===== src/sv/socd_last_input_resolver_core_assert.svh =====
// ----------------------------------------------------------------------------
// SOCD resolver assertion macros
// Shared concurrent assertion forms, clocked on clk, disabled in reset.
// ----------------------------------------------------------------------------
`ifndef SOCD_LAST_INPUT_RESOLVER_CORE_ASSERT_SVH
`define SOCD_LAST_INPUT_RESOLVER_CORE_ASSERT_SVH

// same-cycle implication
`define SOCD_ASSERT_IMP(lbl, pre, post) \
  lbl: assert property (@(posedge clk) disable iff (!rst_n) (pre) |-> (post)) \
    else $error("socd assertion failed");

// next-cycle implication
`define SOCD_ASSERT_NXT(lbl, pre, post) \
  lbl: assert property (@(posedge clk) disable iff (!rst_n) (pre) |=> (post)) \
    else $error("socd assertion failed");

`endif


===== src/sv/socd_pkg.sv =====
// ----------------------------------------------------------------------------
// socd_pkg
// Types, codes and constants shared by the SOCD resolver modules.
// ----------------------------------------------------------------------------
package socd_pkg;

  // result actions
  typedef enum logic [1:0] {
    ACT_PASS    = 2'd0,
    ACT_PRESS   = 2'd1,
    ACT_RELEASE = 2'd2,
    ACT_MIDI    = 2'd3
  } action_t;

  // input key kinds
  localparam logic [3:0] KIND_W       = 4'd0;
  localparam logic [3:0] KIND_A       = 4'd1;
  localparam logic [3:0] KIND_S       = 4'd2;
  localparam logic [3:0] KIND_D       = 4'd3;
  localparam logic [3:0] KIND_Z       = 4'd4;
  localparam logic [3:0] KIND_X       = 4'd5;
  localparam logic [3:0] KIND_ENC_CW  = 4'd6;
  localparam logic [3:0] KIND_ENC_CCW = 4'd7;

  // resolver modes
  localparam logic [2:0] MODE_OFF   = 3'd0;
  localparam logic [2:0] MODE_BOTH  = 3'd1;
  localparam logic [2:0] MODE_HORIZ = 3'd2;
  localparam logic [2:0] MODE_VERT  = 3'd3;
  localparam logic [2:0] MODE_ZX    = 3'd4;

  // configuration register indexes
  localparam int CFG_IDX_W  = 1;
  localparam int CFG_DATA_W = 4;
  localparam logic [CFG_IDX_W-1:0] CFG_SOCD_MODE    = 1'b0;
  localparam logic [CFG_IDX_W-1:0] CFG_MIDI_CHANNEL = 1'b1;

  // MIDI control change constants
  localparam logic [6:0] CC_NUMBER    = 7'd89;
  localparam logic [6:0] CC_VALUE_CW  = 7'd1;
  localparam logic [6:0] CC_VALUE_CCW = 7'd127;

  // command queue sizing
  localparam int QDEPTH = 2;
  localparam int QPTR_W = (QDEPTH > 1) ? $clog2(QDEPTH) : 1;
  localparam int QCNT_W = $clog2(QDEPTH + 1);

  typedef struct packed {
    logic [3:0] kind;
    logic       pressed;
  } in_item_t;

  typedef struct packed {
    action_t    action;
    logic [2:0] key_id;
    logic [3:0] cc_channel;
    logic [6:0] cc_number;
    logic [6:0] cc_value;
    logic       last;
  } out_item_t;

  // one classified event: one or two result beats
  typedef struct packed {
    out_item_t first;
    out_item_t second;
    logic      two;
  } cmd_t;

  typedef struct packed {
    logic empty;
    logic full;
  } q_stat_t;

endpackage


===== src/sv/socd_front.sv =====
// ----------------------------------------------------------------------------
// socd_front
// Accepts key events, tracks held flags and config, builds result commands.
// ----------------------------------------------------------------------------
module socd_front (
  input  logic                                clk,
  input  logic                                rst_n,
  input  logic                                cfg_we,
  input  logic [socd_pkg::CFG_IDX_W-1:0]      cfg_idx,
  input  logic [socd_pkg::CFG_DATA_W-1:0]     cfg_wdata,
  input  logic                                in_push,
  input  socd_pkg::in_item_t                  in_data,
  output logic                                in_full,
  input  socd_pkg::q_stat_t                   q_stat,
  output logic                                q_push,
  output socd_pkg::cmd_t                      q_cmd
);

  // held flag positions
  localparam logic [1:0] FLAG_UP    = 2'd0;
  localparam logic [1:0] FLAG_LEFT  = 2'd1;
  localparam logic [1:0] FLAG_DOWN  = 2'd2;
  localparam logic [1:0] FLAG_RIGHT = 2'd3;

  logic [2:0] mode_r;
  logic [3:0] chan_r;
  logic [3:0] held_r, held_nxt;

  logic       is_enc, resolved;
  logic [1:0] own_idx, opp_idx;
  logic [2:0] key, opp_key;
  logic       other_held;
  socd_pkg::cmd_t cmd;

  assign in_full = q_stat.full;
  assign q_push  = in_push && !q_stat.full;
  assign q_cmd   = cmd;

  // decode which keys the mode resolves
  always_comb begin
    unique case (mode_r)
      socd_pkg::MODE_BOTH:  resolved = (in_data.kind <= socd_pkg::KIND_D);
      socd_pkg::MODE_HORIZ: resolved = (in_data.kind == socd_pkg::KIND_A) ||
                                       (in_data.kind == socd_pkg::KIND_D);
      socd_pkg::MODE_VERT:  resolved = (in_data.kind == socd_pkg::KIND_W) ||
                                       (in_data.kind == socd_pkg::KIND_S);
      socd_pkg::MODE_ZX:    resolved = (in_data.kind == socd_pkg::KIND_Z) ||
                                       (in_data.kind == socd_pkg::KIND_X);
      default:              resolved = 1'b0;
    endcase
  end

  // own flag, opposite flag and opposite key
  always_comb begin
    unique case (in_data.kind)
      socd_pkg::KIND_W: begin own_idx = FLAG_UP;    opp_idx = FLAG_DOWN;  end
      socd_pkg::KIND_A: begin own_idx = FLAG_LEFT;  opp_idx = FLAG_RIGHT; end
      socd_pkg::KIND_S: begin own_idx = FLAG_DOWN;  opp_idx = FLAG_UP;    end
      socd_pkg::KIND_D: begin own_idx = FLAG_RIGHT; opp_idx = FLAG_LEFT;  end
      socd_pkg::KIND_Z: begin own_idx = FLAG_UP;    opp_idx = FLAG_DOWN;  end
      default:          begin own_idx = FLAG_DOWN;  opp_idx = FLAG_UP;    end
    endcase
    unique case (in_data.kind)
      socd_pkg::KIND_W: opp_key = socd_pkg::KIND_S[2:0];
      socd_pkg::KIND_A: opp_key = socd_pkg::KIND_D[2:0];
      socd_pkg::KIND_S: opp_key = socd_pkg::KIND_W[2:0];
      socd_pkg::KIND_D: opp_key = socd_pkg::KIND_A[2:0];
      socd_pkg::KIND_Z: opp_key = socd_pkg::KIND_X[2:0];
      default:          opp_key = socd_pkg::KIND_Z[2:0];
    endcase
  end

  assign key        = in_data.kind[2:0];
  assign other_held = held_r[opp_idx];
  assign is_enc     = (mode_r <= socd_pkg::MODE_ZX) &&
                      ((in_data.kind == socd_pkg::KIND_ENC_CW) ||
                       (in_data.kind == socd_pkg::KIND_ENC_CCW));

  // build the command and the next held flags
  always_comb begin
    cmd      = '0;
    held_nxt = held_r;
    cmd.first.action  = socd_pkg::ACT_PASS;
    cmd.second.action = socd_pkg::ACT_PASS;
    if (is_enc) begin
      if (in_data.pressed) begin
        cmd.first.action     = socd_pkg::ACT_MIDI;
        cmd.first.cc_channel = chan_r;
        cmd.first.cc_number  = socd_pkg::CC_NUMBER;
        cmd.first.cc_value   = (in_data.kind == socd_pkg::KIND_ENC_CW) ?
                               socd_pkg::CC_VALUE_CW : socd_pkg::CC_VALUE_CCW;
        cmd.second.last      = 1'b1;
        cmd.two              = 1'b1;
      end else begin
        cmd.first.last = 1'b1;
      end
    end else if (resolved) begin
      if (in_data.pressed) begin
        held_nxt[own_idx] = 1'b1;
        if (other_held) begin
          cmd.first.action  = socd_pkg::ACT_RELEASE;
          cmd.first.key_id  = opp_key;
          cmd.second.action = socd_pkg::ACT_PRESS;
          cmd.second.key_id = key;
          cmd.second.last   = 1'b1;
          cmd.two           = 1'b1;
        end else begin
          cmd.first.action = socd_pkg::ACT_PRESS;
          cmd.first.key_id = key;
          cmd.first.last   = 1'b1;
        end
      end else begin
        held_nxt[own_idx] = 1'b0;
        cmd.first.action  = socd_pkg::ACT_RELEASE;
        cmd.first.key_id  = key;
        if (other_held) begin
          cmd.second.action = socd_pkg::ACT_PRESS;
          cmd.second.key_id = opp_key;
          cmd.second.last   = 1'b1;
          cmd.two           = 1'b1;
        end else begin
          cmd.first.last = 1'b1;
        end
      end
    end else begin
      cmd.first.last = 1'b1;
    end
  end

  // config registers and held flags
  always_ff @(posedge clk) begin
    if (!rst_n) begin
      mode_r <= socd_pkg::MODE_OFF;
      chan_r <= '0;
      held_r <= '0;
    end else begin
      if (cfg_we) begin
        unique case (cfg_idx)
          socd_pkg::CFG_SOCD_MODE:    mode_r <= cfg_wdata[2:0];
          socd_pkg::CFG_MIDI_CHANNEL: chan_r <= cfg_wdata[3:0];
          default: ;
        endcase
      end
      if (q_push) begin
        held_r <= held_nxt;
      end
    end
  end

endmodule


===== src/sv/socd_cmdq.sv =====
// ----------------------------------------------------------------------------
// socd_cmdq
// Short register queue of classified commands between front and back.
// ----------------------------------------------------------------------------
`include "socd_last_input_resolver_core_assert.svh"

module socd_cmdq (
  input  logic               clk,
  input  logic               rst_n,
  input  logic               push,
  input  socd_pkg::cmd_t     push_data,
  input  logic               pop,
  output socd_pkg::cmd_t     pop_data,
  output socd_pkg::q_stat_t  stat
);

  localparam logic [socd_pkg::QPTR_W-1:0] PTR_LAST =
    socd_pkg::QPTR_W'(socd_pkg::QDEPTH - 1);
  localparam logic [socd_pkg::QCNT_W-1:0] CNT_FULL =
    socd_pkg::QCNT_W'(socd_pkg::QDEPTH);

  socd_pkg::cmd_t                mem_r [socd_pkg::QDEPTH];
  logic [socd_pkg::QPTR_W-1:0]   wr_ptr_r, rd_ptr_r;
  logic [socd_pkg::QCNT_W-1:0]   cnt_r;
  logic                          do_push, do_pop;

  assign stat.empty = (cnt_r == '0);
  assign stat.full  = (cnt_r == CNT_FULL);
  assign do_push    = push && !stat.full;
  assign do_pop     = pop && !stat.empty;
  assign pop_data   = mem_r[rd_ptr_r];

  // pointers and fill count
  always_ff @(posedge clk) begin
    if (!rst_n) begin
      wr_ptr_r <= '0;
      rd_ptr_r <= '0;
      cnt_r    <= '0;
    end else begin
      if (do_push) begin
        wr_ptr_r <= (wr_ptr_r == PTR_LAST) ? '0 : wr_ptr_r + 1'b1;
      end
      if (do_pop) begin
        rd_ptr_r <= (rd_ptr_r == PTR_LAST) ? '0 : rd_ptr_r + 1'b1;
      end
      if (do_push && !do_pop) begin
        cnt_r <= cnt_r + 1'b1;
      end else if (do_pop && !do_push) begin
        cnt_r <= cnt_r - 1'b1;
      end
    end
  end

  // entry storage
  always_ff @(posedge clk) begin
    if (do_push) begin
      mem_r[wr_ptr_r] <= push_data;
    end
  end

  `SOCD_ASSERT_IMP(a_cnt_in_range, 1'b1, cnt_r <= CNT_FULL)
  `SOCD_ASSERT_NXT(a_push_fills, do_push && !do_pop, cnt_r != '0)

endmodule


===== src/sv/socd_back.sv =====
// ----------------------------------------------------------------------------
// socd_back
// Drains commands into result beats through an output register.
// ----------------------------------------------------------------------------
`include "socd_last_input_resolver_core_assert.svh"

module socd_back (
  input  logic                 clk,
  input  logic                 rst_n,
  input  socd_pkg::cmd_t       q_cmd,
  input  socd_pkg::q_stat_t    q_stat,
  output logic                 q_pop,
  input  logic                 out_pop,
  output logic                 out_empty,
  output socd_pkg::out_item_t  out_data
);

  logic                 out_valid_r, out_valid_nxt;
  logic                 pend_valid_r, pend_valid_nxt;
  socd_pkg::out_item_t  out_data_r, out_data_nxt;
  socd_pkg::out_item_t  pend_data_r, pend_data_nxt;
  logic                 slot_free;

  assign out_empty = !out_valid_r;
  assign out_data  = out_data_r;
  assign slot_free = !out_valid_r || out_pop;
  assign q_pop     = slot_free && !pend_valid_r && !q_stat.empty;

  // load the output slot: pending second beat first, then the queue head
  always_comb begin
    out_valid_nxt  = out_valid_r;
    out_data_nxt   = out_data_r;
    pend_valid_nxt = pend_valid_r;
    pend_data_nxt  = pend_data_r;
    if (slot_free) begin
      if (pend_valid_r) begin
        out_valid_nxt  = 1'b1;
        out_data_nxt   = pend_data_r;
        pend_valid_nxt = 1'b0;
      end else if (!q_stat.empty) begin
        out_valid_nxt  = 1'b1;
        out_data_nxt   = q_cmd.first;
        pend_valid_nxt = q_cmd.two;
        pend_data_nxt  = q_cmd.second;
      end else begin
        out_valid_nxt = 1'b0;
      end
    end
  end

  // control flags
  always_ff @(posedge clk) begin
    if (!rst_n) begin
      out_valid_r  <= 1'b0;
      pend_valid_r <= 1'b0;
    end else begin
      out_valid_r  <= out_valid_nxt;
      pend_valid_r <= pend_valid_nxt;
    end
  end

  // beat payloads
  always_ff @(posedge clk) begin
    out_data_r  <= out_data_nxt;
    pend_data_r <= pend_data_nxt;
  end

  `SOCD_ASSERT_IMP(a_pend_needs_out, pend_valid_r, out_valid_r)
  `SOCD_ASSERT_NXT(a_second_follows, out_valid_r && out_pop && !out_data_r.last, out_valid_r)
  `SOCD_ASSERT_IMP(a_no_pop_with_pend, pend_valid_r, !q_pop)

endmodule


===== src/sv/socd_last_input_resolver_core.sv =====
// An accepted event is written to the command queue; its result beat then reaches the
// outputs through the output register. One event per cycle is taken when each gives
// one beat; the output register drains one beat per cycle while out_pop takes each beat.
// A two-entry command queue lets events be taken while results wait.
// Reset (rst_n low, synchronous) clears held flags, config, queue and output.
// ----------------------------------------------------------------------------
// socd_last_input_resolver_core
// SOCD cleaner with last-input priority and encoder MIDI control change.
// ----------------------------------------------------------------------------
module socd_last_input_resolver_core (
  input  logic                             clk,
  input  logic                             rst_n,
  input  logic                             cfg_we,
  input  logic [socd_pkg::CFG_IDX_W-1:0]   cfg_idx,
  input  logic [socd_pkg::CFG_DATA_W-1:0]  cfg_wdata,
  input  logic                             in_push,
  input  socd_pkg::in_item_t               in_data,
  output logic                             in_full,
  input  logic                             out_pop,
  output logic                             out_empty,
  output socd_pkg::out_item_t              out_data
);

  logic               q_push, q_pop;
  socd_pkg::cmd_t     q_wr_cmd, q_rd_cmd;
  socd_pkg::q_stat_t  q_stat;

  // classify events
  socd_front u_front (
    .clk       (clk),
    .rst_n     (rst_n),
    .cfg_we    (cfg_we),
    .cfg_idx   (cfg_idx),
    .cfg_wdata (cfg_wdata),
    .in_push   (in_push),
    .in_data   (in_data),
    .in_full   (in_full),
    .q_stat    (q_stat),
    .q_push    (q_push),
    .q_cmd     (q_wr_cmd)
  );

  // command queue
  socd_cmdq u_cmdq (
    .clk       (clk),
    .rst_n     (rst_n),
    .push      (q_push),
    .push_data (q_wr_cmd),
    .pop       (q_pop),
    .pop_data  (q_rd_cmd),
    .stat      (q_stat)
  );

  // emit result beats
  socd_back u_back (
    .clk       (clk),
    .rst_n     (rst_n),
    .q_cmd     (q_rd_cmd),
    .q_stat    (q_stat),
    .q_pop     (q_pop),
    .out_pop   (out_pop),
    .out_empty (out_empty),
    .out_data  (out_data)
  );

endmodule

===== config.mk =====
export PLATFORM = sky130hd
export DESIGN_NAME = socd_last_input_resolver_core
export DESIGN_NICKNAME = d
export VERILOG_FILES = /design/src/sv/socd_pkg.sv /design/src/sv/socd_front.sv /design/src/sv/socd_cmdq.sv /design/src/sv/socd_back.sv /design/src/sv/socd_last_input_resolver_core.sv
export VERILOG_INCLUDE_DIRS = /design/src /design/src/sv
export SDC_FILE = /design/constraint.sdc
export NUM_CORES = 1
export LEC_CHECK = 0
export BUFFER_PORTS_ARGS = -buffer_cell sky130_fd_sc_hd__buf_2
export CAP_MARGIN = 20
export CORE_AREA = 2 2 86 88
export DETAILED_ROUTE_END_ITERATION = 8
export DIE_AREA = 0 0 88 90
export SYNTH_ARGS = -nofsm -noshare
export SYNTH_HDL_FRONTEND = slang
export SYNTH_SLANG_ARGS = --single-unit

===== constraint.sdc =====
create_clock -name clk -period 3.6 [get_ports clk]
set_input_delay 0.18 -clock clk [delete_from_list [all_inputs] [get_ports clk]]
set_output_delay 0.18 -clock clk [all_outputs]
set_load 0.005 [all_outputs]

======== Word-level counts from Yosys, hierarchy flattened ========
Memories as Yosys holds them, arrays and structs flattened. A register that Yosys moved wholly into a read port is not among the register bits.
Index checks and enable logic that the tools add are counted.
storage, ports and cells
  register bits after elaboration ......... 65
  RAM bits ................................ 62
  memories kept ........................... 1
  bits of input ports ..................... 15
  word-level logic and storage cells ...... 123
cells by class
  bitwise operators ....................... 7
  $add $sub $neg .......................... 4
  order comparisons ....................... 5
  equality and inequality tests ........... 13
  reduce and logical (&&, ||, !) cells .... 29
  multiplexer cells ....................... 44
memories
  memory        words  width  read ports  clocked after memory_dff  write ports  RTL line         RTL
  u_cmdq.mem_r  2      31     1           1                         1            socd_cmdq.sv:22  socd_pkg::cmd_t mem_r [socd_pkg::QDEPTH];
operators by type and width
  kind                number
  $mux 24             2
  $mux 18             2
  $mux 5              6
  $eq 4x3->1 const B  4
  $mux 1              16
  $pmux 3 s5          1
  $mux 2              7
  $mux 4              3
  $pmux 2 s3          2
  $logic_and 1x1->1   9
  $eq 4x2->1 const B  2
  $mux 7              1
  $eq 3x2->1 const B  2
  $logic_not 1->1     6
  $lt 2x3->1 const B  2
  $reduce_and 2->1    3
  $reduce_and 3->1    2
  $logic_or 1x1->1    5
  $and 4x4->4         1
  $eq 4x1->1 const B  1
  $le 4x2->1 const B  1
  $logic_not 4->1     1
  $not 1->1           4
  $not 4->4           1
  other kinds (17)    18

======== Depth between registers and ports, before layout ========
Gate-level depths: netlist of the first run.
  depth after elaboration ................. 10
  depth in mapped cells ................... 7

======== Hierarchy ========
A second synthesis of the first run with hierarchy kept.
second synthesis, totals
  cell total of the unflattened synthesis .. 407
  area total of the unflattened synthesis .. 6666.4 sq um
modules (own cells, without submodules)
  module      instances  sequential area each (sq um)  area each (sq um)  cells each
  socd_cmdq   1          3042.9                        3762.4             177
  socd_back   1          1481.4                        1861.8             88
  socd_front  1          220.2                         1042.2             142

======== Worst setup path after synthesis of the first run ========
No wires, ideal clock.
  path kind ............................... reg2reg
  start ................................... register u_cmdq.cnt_r[0] in the netlist's numbering
  end ..................................... memory u_cmdq.mem_r[0][14] in the netlist's numbering (enable)
  stages on the path, launching flop included .. 4
  library setup time ...................... 0.390 ns
  arrival time ............................ 1.454 ns
  path slack .............................. 1.756 ns
  data required time ...................... 3.210 ns
  period minus slack after synthesis ...... 1.844 ns
  cells stage by stage .................... dfxtp_1 > nand2b_1 > nand2_2 > nor2_1
on the way
  word-level cells in the longest chain between the ends .. 6
RTL lines
  item                              RTL line                           RTL
  start, declared                   socd_cmdq.sv:24                    logic [socd_pkg::QCNT_W-1:0] cnt_r;
  start signal, assigned            socd_cmdq.sv:47                    cnt_r <= cnt_r + 1'b1;
  start signal, assigned            socd_cmdq.sv:49                    cnt_r <= cnt_r - 1'b1;
  $eq 2x2->1 (*)                    socd_cmdq.sv:28                    assign stat.full = (cnt_r == CNT_FULL);
  $logic_not 1->1 (*)               socd_front.sv:36, socd_cmdq.sv:29
  $logic_and 1x1->1                 socd_front.sv:36                   assign q_push = in_push && !q_stat.full;
  $logic_and 1x1->1 (*)             socd_cmdq.sv:29                    assign do_push = push && !stat.full;
  $mux 1 (*)                        socd_cmdq.sv:56                    if (do_push) begin
  $mux 1 (implied by the code) (*)  socd_cmdq.sv:57                    mem_r[wr_ptr_r] <= push_data;
  end, declared                     socd_cmdq.sv:22
Mark *: on every way between the ends. The rest lies on a longest branch, timed or not.

======== Worst setup path in the final report of the first run ========
  start ................................... register u_back.pend_valid_r
  end ..................................... register u_cmdq.cnt_r[1] in the netlist's numbering
on the way
  word-level cells in the longest chain between the ends .. 7
  elaborated cells between the ends (all ways) .. 9
  those cells by class .................... mux (1); reduce/logical (8)
RTL lines
  item                                         RTL line         RTL
  start, declared                              socd_back.sv:19  logic pend_valid_r, pend_valid_nxt;
  start signal, assigned                       socd_back.sv:58  pend_valid_r <= pend_valid_nxt;
  $logic_not 1->1 (*)                          socd_back.sv:27  assign q_pop = slot_free && !pend_valid_r && !q_stat.empty;
  $logic_and 1x1->1 (*) (2 in a row)           socd_back.sv:27
  $logic_and 1x1->1 (*)                        socd_cmdq.sv:30  assign do_pop = pop && !stat.empty;
  $logic_not 1->1                              socd_cmdq.sv:46  if (do_push && !do_pop) begin
  $logic_and 1x1->1                            socd_cmdq.sv:46
  $mux 2 or $reduce_bool 2->1 (tied branches)  --
Marks and branches as above.
A chain may end at the register's enable or synchronous reset.

==> summary.md, run 1 <==
| Metric | Value |
|---|---|
| Hold-fix buffers, CTS | `0` |
| Port Buffer Count | `37` |
| CTS tree | `built` |
| Largest net degree at the start of global routing | `22` |
| Final setup skew | `9.51 ps` |
| Worst EP arrival | `2270 ps` |
| GP Congestion | `0.780` |
| Synth Area per Inst | `12.8 µm²` |
| WHS | `107 ps` |
| Cells after synthesis | `245` |
| Final setup margin | `1590 ps` |
| Synth area leader | `edfxtp_1` |
| Status | `complete, no violations` |
| Max frequency | `497 MHz` |
| Residual DRC count | `0` |
| Synth Register Bits | `69` |
| Pwr dens | `669 nW/µm²` |
| Clock sinks | `69` |
| WS Path Type | `reg -> reg` |
| Crit-path max FO | `21` |
| Slew of the pin with the lowest slew margin | `919 ps` |
| Required time of the critical path | `3860 ps` |
| Slew Viols, Final | `0` |
| DR vias | `1808` |
| Gates resized, CTS repair | `0` |
| Antenna-violating nets left | `0` |
| Synthesis Warnings | `0` |
| Post-CTS setup buffers | `0` |
| Initial antenna violation count | `0` |
| Worst-case clock buffer depth | `2` |
| Mapped cell area | `3130 µm²` |
| # H-tree levels | `3` |
| Fin cells | `377` |
| Top cell type's share of synthesized area | `49.0%` |
| Tmin final | `2010 ps` |
| DIE WIDTH | `88 µm` |
| Vias in the first global route | `1746` |
| WL final | `5010 µm` |
| Most used DFF post-synth | `edfxtp_1` |
| Worst-skew pair later-pin latency | `330 ps` |
| Sequential area share after synthesis | `60.5%` |
| Tcrit/Tclk final | `55.9%` |
| First-pass GRT wire length | `8440 µm` |
| Leak | `0.00129 µW` |
| Placed insts | `361` |
| Top-count cell post-synth | `edfxtp_1` |
| Placed Area | `3290 µm²` |
| DR vias/cell | `4.80` |
| Synth async-reset ratio | `0%` |
| Total track usage | `14.1%` |
| Layout area overhead | `11.4%` |
| I/O pin count | `41` |
| Setup TNS Final | `0 ps` |
| Max-cap violations | `0` |
| RSZ-0062 raised after global routing | `no` |
| Peak supply drop | `209 µV` |
| Fin. Hold Viols | `0` |
| Rows | `31` |
| Dpl ws | `1600 ps` |
| Final nets | `289` |
| HP Class | `in -> reg` |
| Die height | `90 µm` |
| Total global routing overflow | `0` |
| CP Launch Type | `register` |
| Floorplan core area | `7020 µm²` |
| Share of cells above drive strength 1 | `26.6%` |
| Post-route cell area | `3480 µm²` |
| Root Driver | `clkbuf_8` |
| Setup violators final | `0` |
| Die ar. | `7920 µm²` |
| Area contributors post-synth | `edfxtp_1 49%, dfxtp_1 12%, mux2i_1 6.4%` |
| Yosys cell types | `55` |
| Post-synth top cells | `51 x edfxtp_1, 20 x mux2i_1, 18 x dfxtp_1, 18 x nand2_1, 14 x buf_4` |
| 1st-pass router iterations | `4` |
| Antenna diodes | `0` |
| WL/cell | `13.3 µm` |
| CP Capture Type | `register` |
| Slew HR | `38.5%` |
| Post-detail-place hpwl | `3570 µm` |
| CTS clk-pin slew, worst paths | `70 ps` |
| EDFF count, synth | `51` |
| Starting DRC count in detailed routing | `100` |
| Total CTS buffers | `9` |
| Initial Util | `44.5%` |
[per-stage QoR]
| stage | total power (µW) | utilization, % |
|---|---|---|
| floorplan | 1600 | - |
| global placement | 1730 | 46.8 |
| detailed placement | 1750 | 46.8 |
| CTS | 2370 | 49.6 |
| global route | 2480 | 49.6 |
| finish | 2330 | 49.6 |
[cell type report]
type                    count  area, µm²
fillers                   634       3540
well taps                  99        124
multi-input cells         148       1050
clock inverters             1       30.0
inverters                   7       26.3
clock buffers              15        166
flip-flops and latches     69       1890
repair buffers             38        193
[layer usage]
metal / track usage (%) / share of wire, %
met1: 18.4 / 47
met2: 21.5 / 47
met3: 4.41 / 3.5
met4: 5.77 / 1.8
met5: 0 / 0
[kinds of logic (layout without fill, tap and decap cells)]
logic type      count (synthesis)  in the layout  synth area share [%]
simple gates                   80             80                  15.5
flops                          69             69                  60.5
compound gates                 35             35                  8.08
buf+inv                        30             61                  6.08
mux                            25             25                  8.20
xor+xnor                        4              4                  1.12
fa+ha+maj                       1              1                 0.400
other cells                     1              3                 0.120
[flip-flops by register name, indices dropped and copies added, names as in the netlist, named ones only]
name                 cells
u_cmdq.wr_ptr_r          1
u_front.chan_r           4
u_back.out_valid_r       1
u_back.pend_valid_r      1
u_cmdq.rd_ptr_r          1
u_cmdq.mem_r            34
u_cmdq.cnt_r             2
u_back.pend_data_r       5
u_front.mode_r           3
u_back.out_data         12
[cell usage in the layout, fill, tap and decap left out, types with 5 or more instances in the layout]
cell      Yosys  final
mux2i_1      20     20
buf_2         2     37
a21oi_1       5      5
clkbuf_8      0     11
and2_1        9      9
edfxtp_1     51     51
nand2_1      18     18
inv_1         5      5
nor2_1       13     13
nor2b_1       8      8
o21ai_0       8      8
nand3_1       7      7
dfxtp_1      18     18
[where the power goes]
part | total (µW) | internal, µW | switching [µW]
clock | 615 | 359 | 255
sequential | 1210 | 1110 | 107
combinational | 503 | 234 | 270
[worst paths after layout]
| path | to | from | slack [ps] | cells after the start |
|---|---|---|---|---|
| max | u_cmdq.cnt_r[1]$_SDFFE_PN0P_ | u_back.pend_valid_r$_SDFFE_PN0N_ | 1590 | 5 |
| min | u_front.chan_r[3]$_SDFFE_PN0P_ | cfg_wdata[3] | 110 | 3 |
| max reg2reg | u_cmdq.cnt_r[1]$_SDFFE_PN0P_ | u_back.pend_valid_r$_SDFFE_PN0N_ | 1590 | 5 |
| min reg2reg | u_front.chan_r[1]$_SDFFE_PN0P_ | u_front.chan_r[1]$_SDFFE_PN0P_ | 460 | 2 |
[worst max-delay path, stage by stage, from the launching register on]
cell	delay (ps)
dfxtp_1	520
nor3_4	480
inv_1	100
ha_1	340
or3_1	350
a21boi_1	160
Power figures use the tool's default switching activity.
==> run 2, diff against run 1 <==
PLACE_DENSITY = 0.67   (was not set)
clock period = 1.7 ns   (was 3.6 ns; I/O delays follow)
==> run 2 against run 1 <==
Clock power grew 120%. Sequential share of layout area shrank 1.6 points. Sequential cell count is the same. Register-to-register slack lost 1500 ps. Power grew 120%. First-iteration DRC count shrank 30%. Final cell count grew 2.7%. Global-route usage shrank 0.52 points. Critical endpoint unchanged. Maximum frequency grew 28%.
==> summary.md, run 2 (synthesis results as in run 1) <==
| Metric | Value |
|---|---|
| Setup violators final | `0 (unchanged)` |
| Max-cap violations | `0 (unchanged)` |
| Power Total | `5110 µW (+120%)` |
| Die ar. | `7920 µm² (unchanged)` |
| Rows | `31 (unchanged)` |
| Post-CTS setup buffers | `0 (unchanged)` |
| Slew Viols, Final | `0 (unchanged)` |
| Worst EP arrival | `1850 ps (-420 ps)` |
| Fin. Hold Viols | `0 (unchanged)` |
| Top reg by flops | `u_cmdq.mem_r` |
| CP Launch Type | `register` |
| R2r setup slk | `120 ps (-1460 ps)` |
| Gr busiest metal | `met2` |
| Residual DRC count | `0 (unchanged)` |
| Met2 Usage GRT | `20.1% (-1.4 points)` |
| WL/cell | `12.8 µm (-3.4%)` |
| Worst-skew pair later-pin latency | `340 ps (about the same)` |
| RSZ-0062 raised after global routing | `no` |
| Post-detail-place hpwl | `3490 µm (-2.3%)` |
| Util after Layout | `51.3% (+1.7 points)` |
| Port Buffer Count | `37 (unchanged)` |
| Vias in the first global route | `1745 (-0.057%)` |
| Worst-case clock buffer depth | `2 (unchanged)` |
| DIE WIDTH | `88 µm (unchanged)` |
| Share of cells above drive strength 1 | `31.3% (+4.6 points)` |
| Peak supply drop | `430 µV (+110%)` |
| Final nets | `299 (+3.5%)` |
| Tmin final | `1580 ps (-436 ps)` |
| Hold EP | `u_front.chan_r[2]$_SDFFE_PN0P_` |
| Initial antenna violation count | `0 (unchanged)` |
| Worst-path cell chain | `nand2b_1 > nand2_2 > clkinv_1 > ha_1 > or3_1 > a21boi_1` |
| Total CTS buffers | `9 (unchanged)` |
| Critical hold path startpoint | `cfg_wdata[2]` |
| Leak | `0.00135 µW (+4.4%)` |
| I/O pin count | `41 (unchanged)` |
| Pwr dens | `1420 nW/µm² (+110%)` |
| Placed Area | `3380 µm² (+3.0%)` |
| Max incr delay on CP | `370 ps (-150 ps)` |
| CTS clk-pin slew, worst paths | `70 ps (about the same)` |
| DR vias/cell | `4.84 (+0.92%)` |
| CP max-delay cell | `dfxtp_4` |
| Largest net degree at the start of global routing | `21 (-4.5%)` |
| CTS tree | `built` |
| Met1 Use GR | `17.8% (-0.68 points)` |
| HP Class | `in -> reg` |
| Crit-path max FO | `6 (-71%)` |
| Final setup margin | `122 ps (-1460 ps)` |
| # H-tree levels | `3 (unchanged)` |
| Worst Hold Depth | `3 (unchanged)` |
| DR vias | `1873 (+3.6%)` |
| 1st-pass router iterations | `4 (unchanged)` |
| WS Path Type | `reg -> reg` |
| Starting DRC count in detailed routing | `70 (-30%)` |
| Largest register FFs | `34 (unchanged)` |
| Setup TNS Final | `0 ps (unchanged)` |
| CP Capture Type | `register` |
| Reg-to-reg endpoint | `u_cmdq.cnt_r[1]$_SDFFE_PN0P_` |
| First-pass GRT wire length | `8250 µm (-2.3%)` |
| GP Congestion | `0.820 (+5.2%)` |
| Status | `complete, no violations` |
| Total global routing overflow | `0 (unchanged)` |
| Commonest non-fill, non-tap cells in the layout | `51 x edfxtp_1, 37 x buf_2, 20 x mux2i_1, 18 x nand2_1, 16 x dfxtp_1` |
| Layout area overhead | `15.2%` |
| Worst Reg-to-Reg Cells | `6 (+1)` |
| Max frequency | `634 MHz (+28%)` |
| WL final | `4970 µm (-0.86%)` |
| Met3 GRT Util | `4.41% (unchanged)` |
| Dpl ws | `104 ps (-1490 ps)` |
| Root Driver | `clkbuf_8` |
| Required time of the critical path | `1970 ps (-1890 ps)` |
| Initial Util | `44.5% (unchanged)` |
| CP Buf/Inv Count | `1 (unchanged)` |
| Die height | `90 µm (unchanged)` |
| Tcrit/Tclk final | `92.8% (+37 points)` |
| Antenna diodes | `0 (unchanged)` |
| Antenna-violating nets left | `0 (unchanged)` |
| Floorplan core area | `7020 µm² (unchanged)` |
| Post-route cell area | `3600 µm² (+3.4%)` |
| Final setup skew | `8.96 ps (-0.547 ps)` |
| Most common cell after layout, fill and taps aside | `edfxtp_1` |
| Critical path's top delay family | `simple AND/OR/NAND/NOR gates` |
| Critical R2R Launch | `u_cmdq.cnt_r[0]$_SDFFE_PN0P_` |
| Clock sinks | `69 (unchanged)` |
| Total track usage | `13.6% (-0.52 points)` |
==> run 2: cell types whose count changed in the layout (fill, tap and decap cells not counted), moves of 2 or more <==
cell	before	now
clkbuf_8	11	9
clkbuf_1	4	0
inv_6	0	3
buf_4	1	8
clkinvlp_4	0	2
dfxtp_1	18	16
buf_12	0	2
==> run 2: final cells by class <==
type / count / area [µm²]
well taps: 99 / 124
repair buffers: 48 / 295
clock buffers: 9 / 124
multi-input cells: 148 / 1050
inverters: 7 / 26.3
fillers: 610 / 3420
flip-flops and latches: 69 / 1900
clock inverters: 7 / 80.1
==> run 2: worst reg2reg max path: cells and delay by family (launching register included) <==
family	cells	cell delay, ps
adders and majority gates	1	320
and+or+nand+nor	3	600
DFF	1	370
AOI/OAI and AO/OA	1	140
buffers and inverters	1	80
==> run 2: timing repair <==
item,4_1_cts,5_1_grt
hold endpoints to repair,1,0
resized for setup,0,1
hold buffers,1,0
endpoints found under the setup margin,0,1
==> run 2: worst max-delay path by stage <==
stage	start	end	depth (start not counted)
2_1_floorplan	u_cmdq.cnt_r[0]$_SDFFE_PN0P_	u_cmdq.cnt_r[1]$_SDFFE_PN0P_	6
3_3_place_gp	u_cmdq.cnt_r[0]$_SDFFE_PN0P_	u_cmdq.cnt_r[1]$_SDFFE_PN0P_	6
3_5_place_dp	u_cmdq.cnt_r[0]$_SDFFE_PN0P_	u_cmdq.cnt_r[1]$_SDFFE_PN0P_	6
4_1_cts	u_cmdq.cnt_r[0]$_SDFFE_PN0P_	u_cmdq.cnt_r[1]$_SDFFE_PN0P_	6
5_1_grt	u_cmdq.cnt_r[1]$_SDFFE_PN0P_	u_cmdq.cnt_r[1]$_SDFFE_PN0P_	7
6_report	u_cmdq.cnt_r[0]$_SDFFE_PN0P_	u_cmdq.cnt_r[1]$_SDFFE_PN0P_	6
==> run 2: per-layer routing <==
metal,up-vias,share of wire [%]
met4,0,1.9
met2,52,45
li1,941,-
met5,-,0
met1,871,48
met3,9,5.3
==> run 2: stage by stage <==
stage | std cells | hold WS, ps
2_1_floorplan | 247 | 241
3_3_place_gp | 370 | 354
3_5_place_dp | 370 | 365
4_1_cts | 387 | 9.68
5_1_grt | 387 | 24.5
6_report | 387 | 22.6
==> run 2: power breakdown <==
part           internal (µW)  leakage, µW  switching [µW]  total, µW
registers               2340     0.000636             138       2480
logic                    610     0.000612             674       1280
clock network            694    0.0000968             659       1350
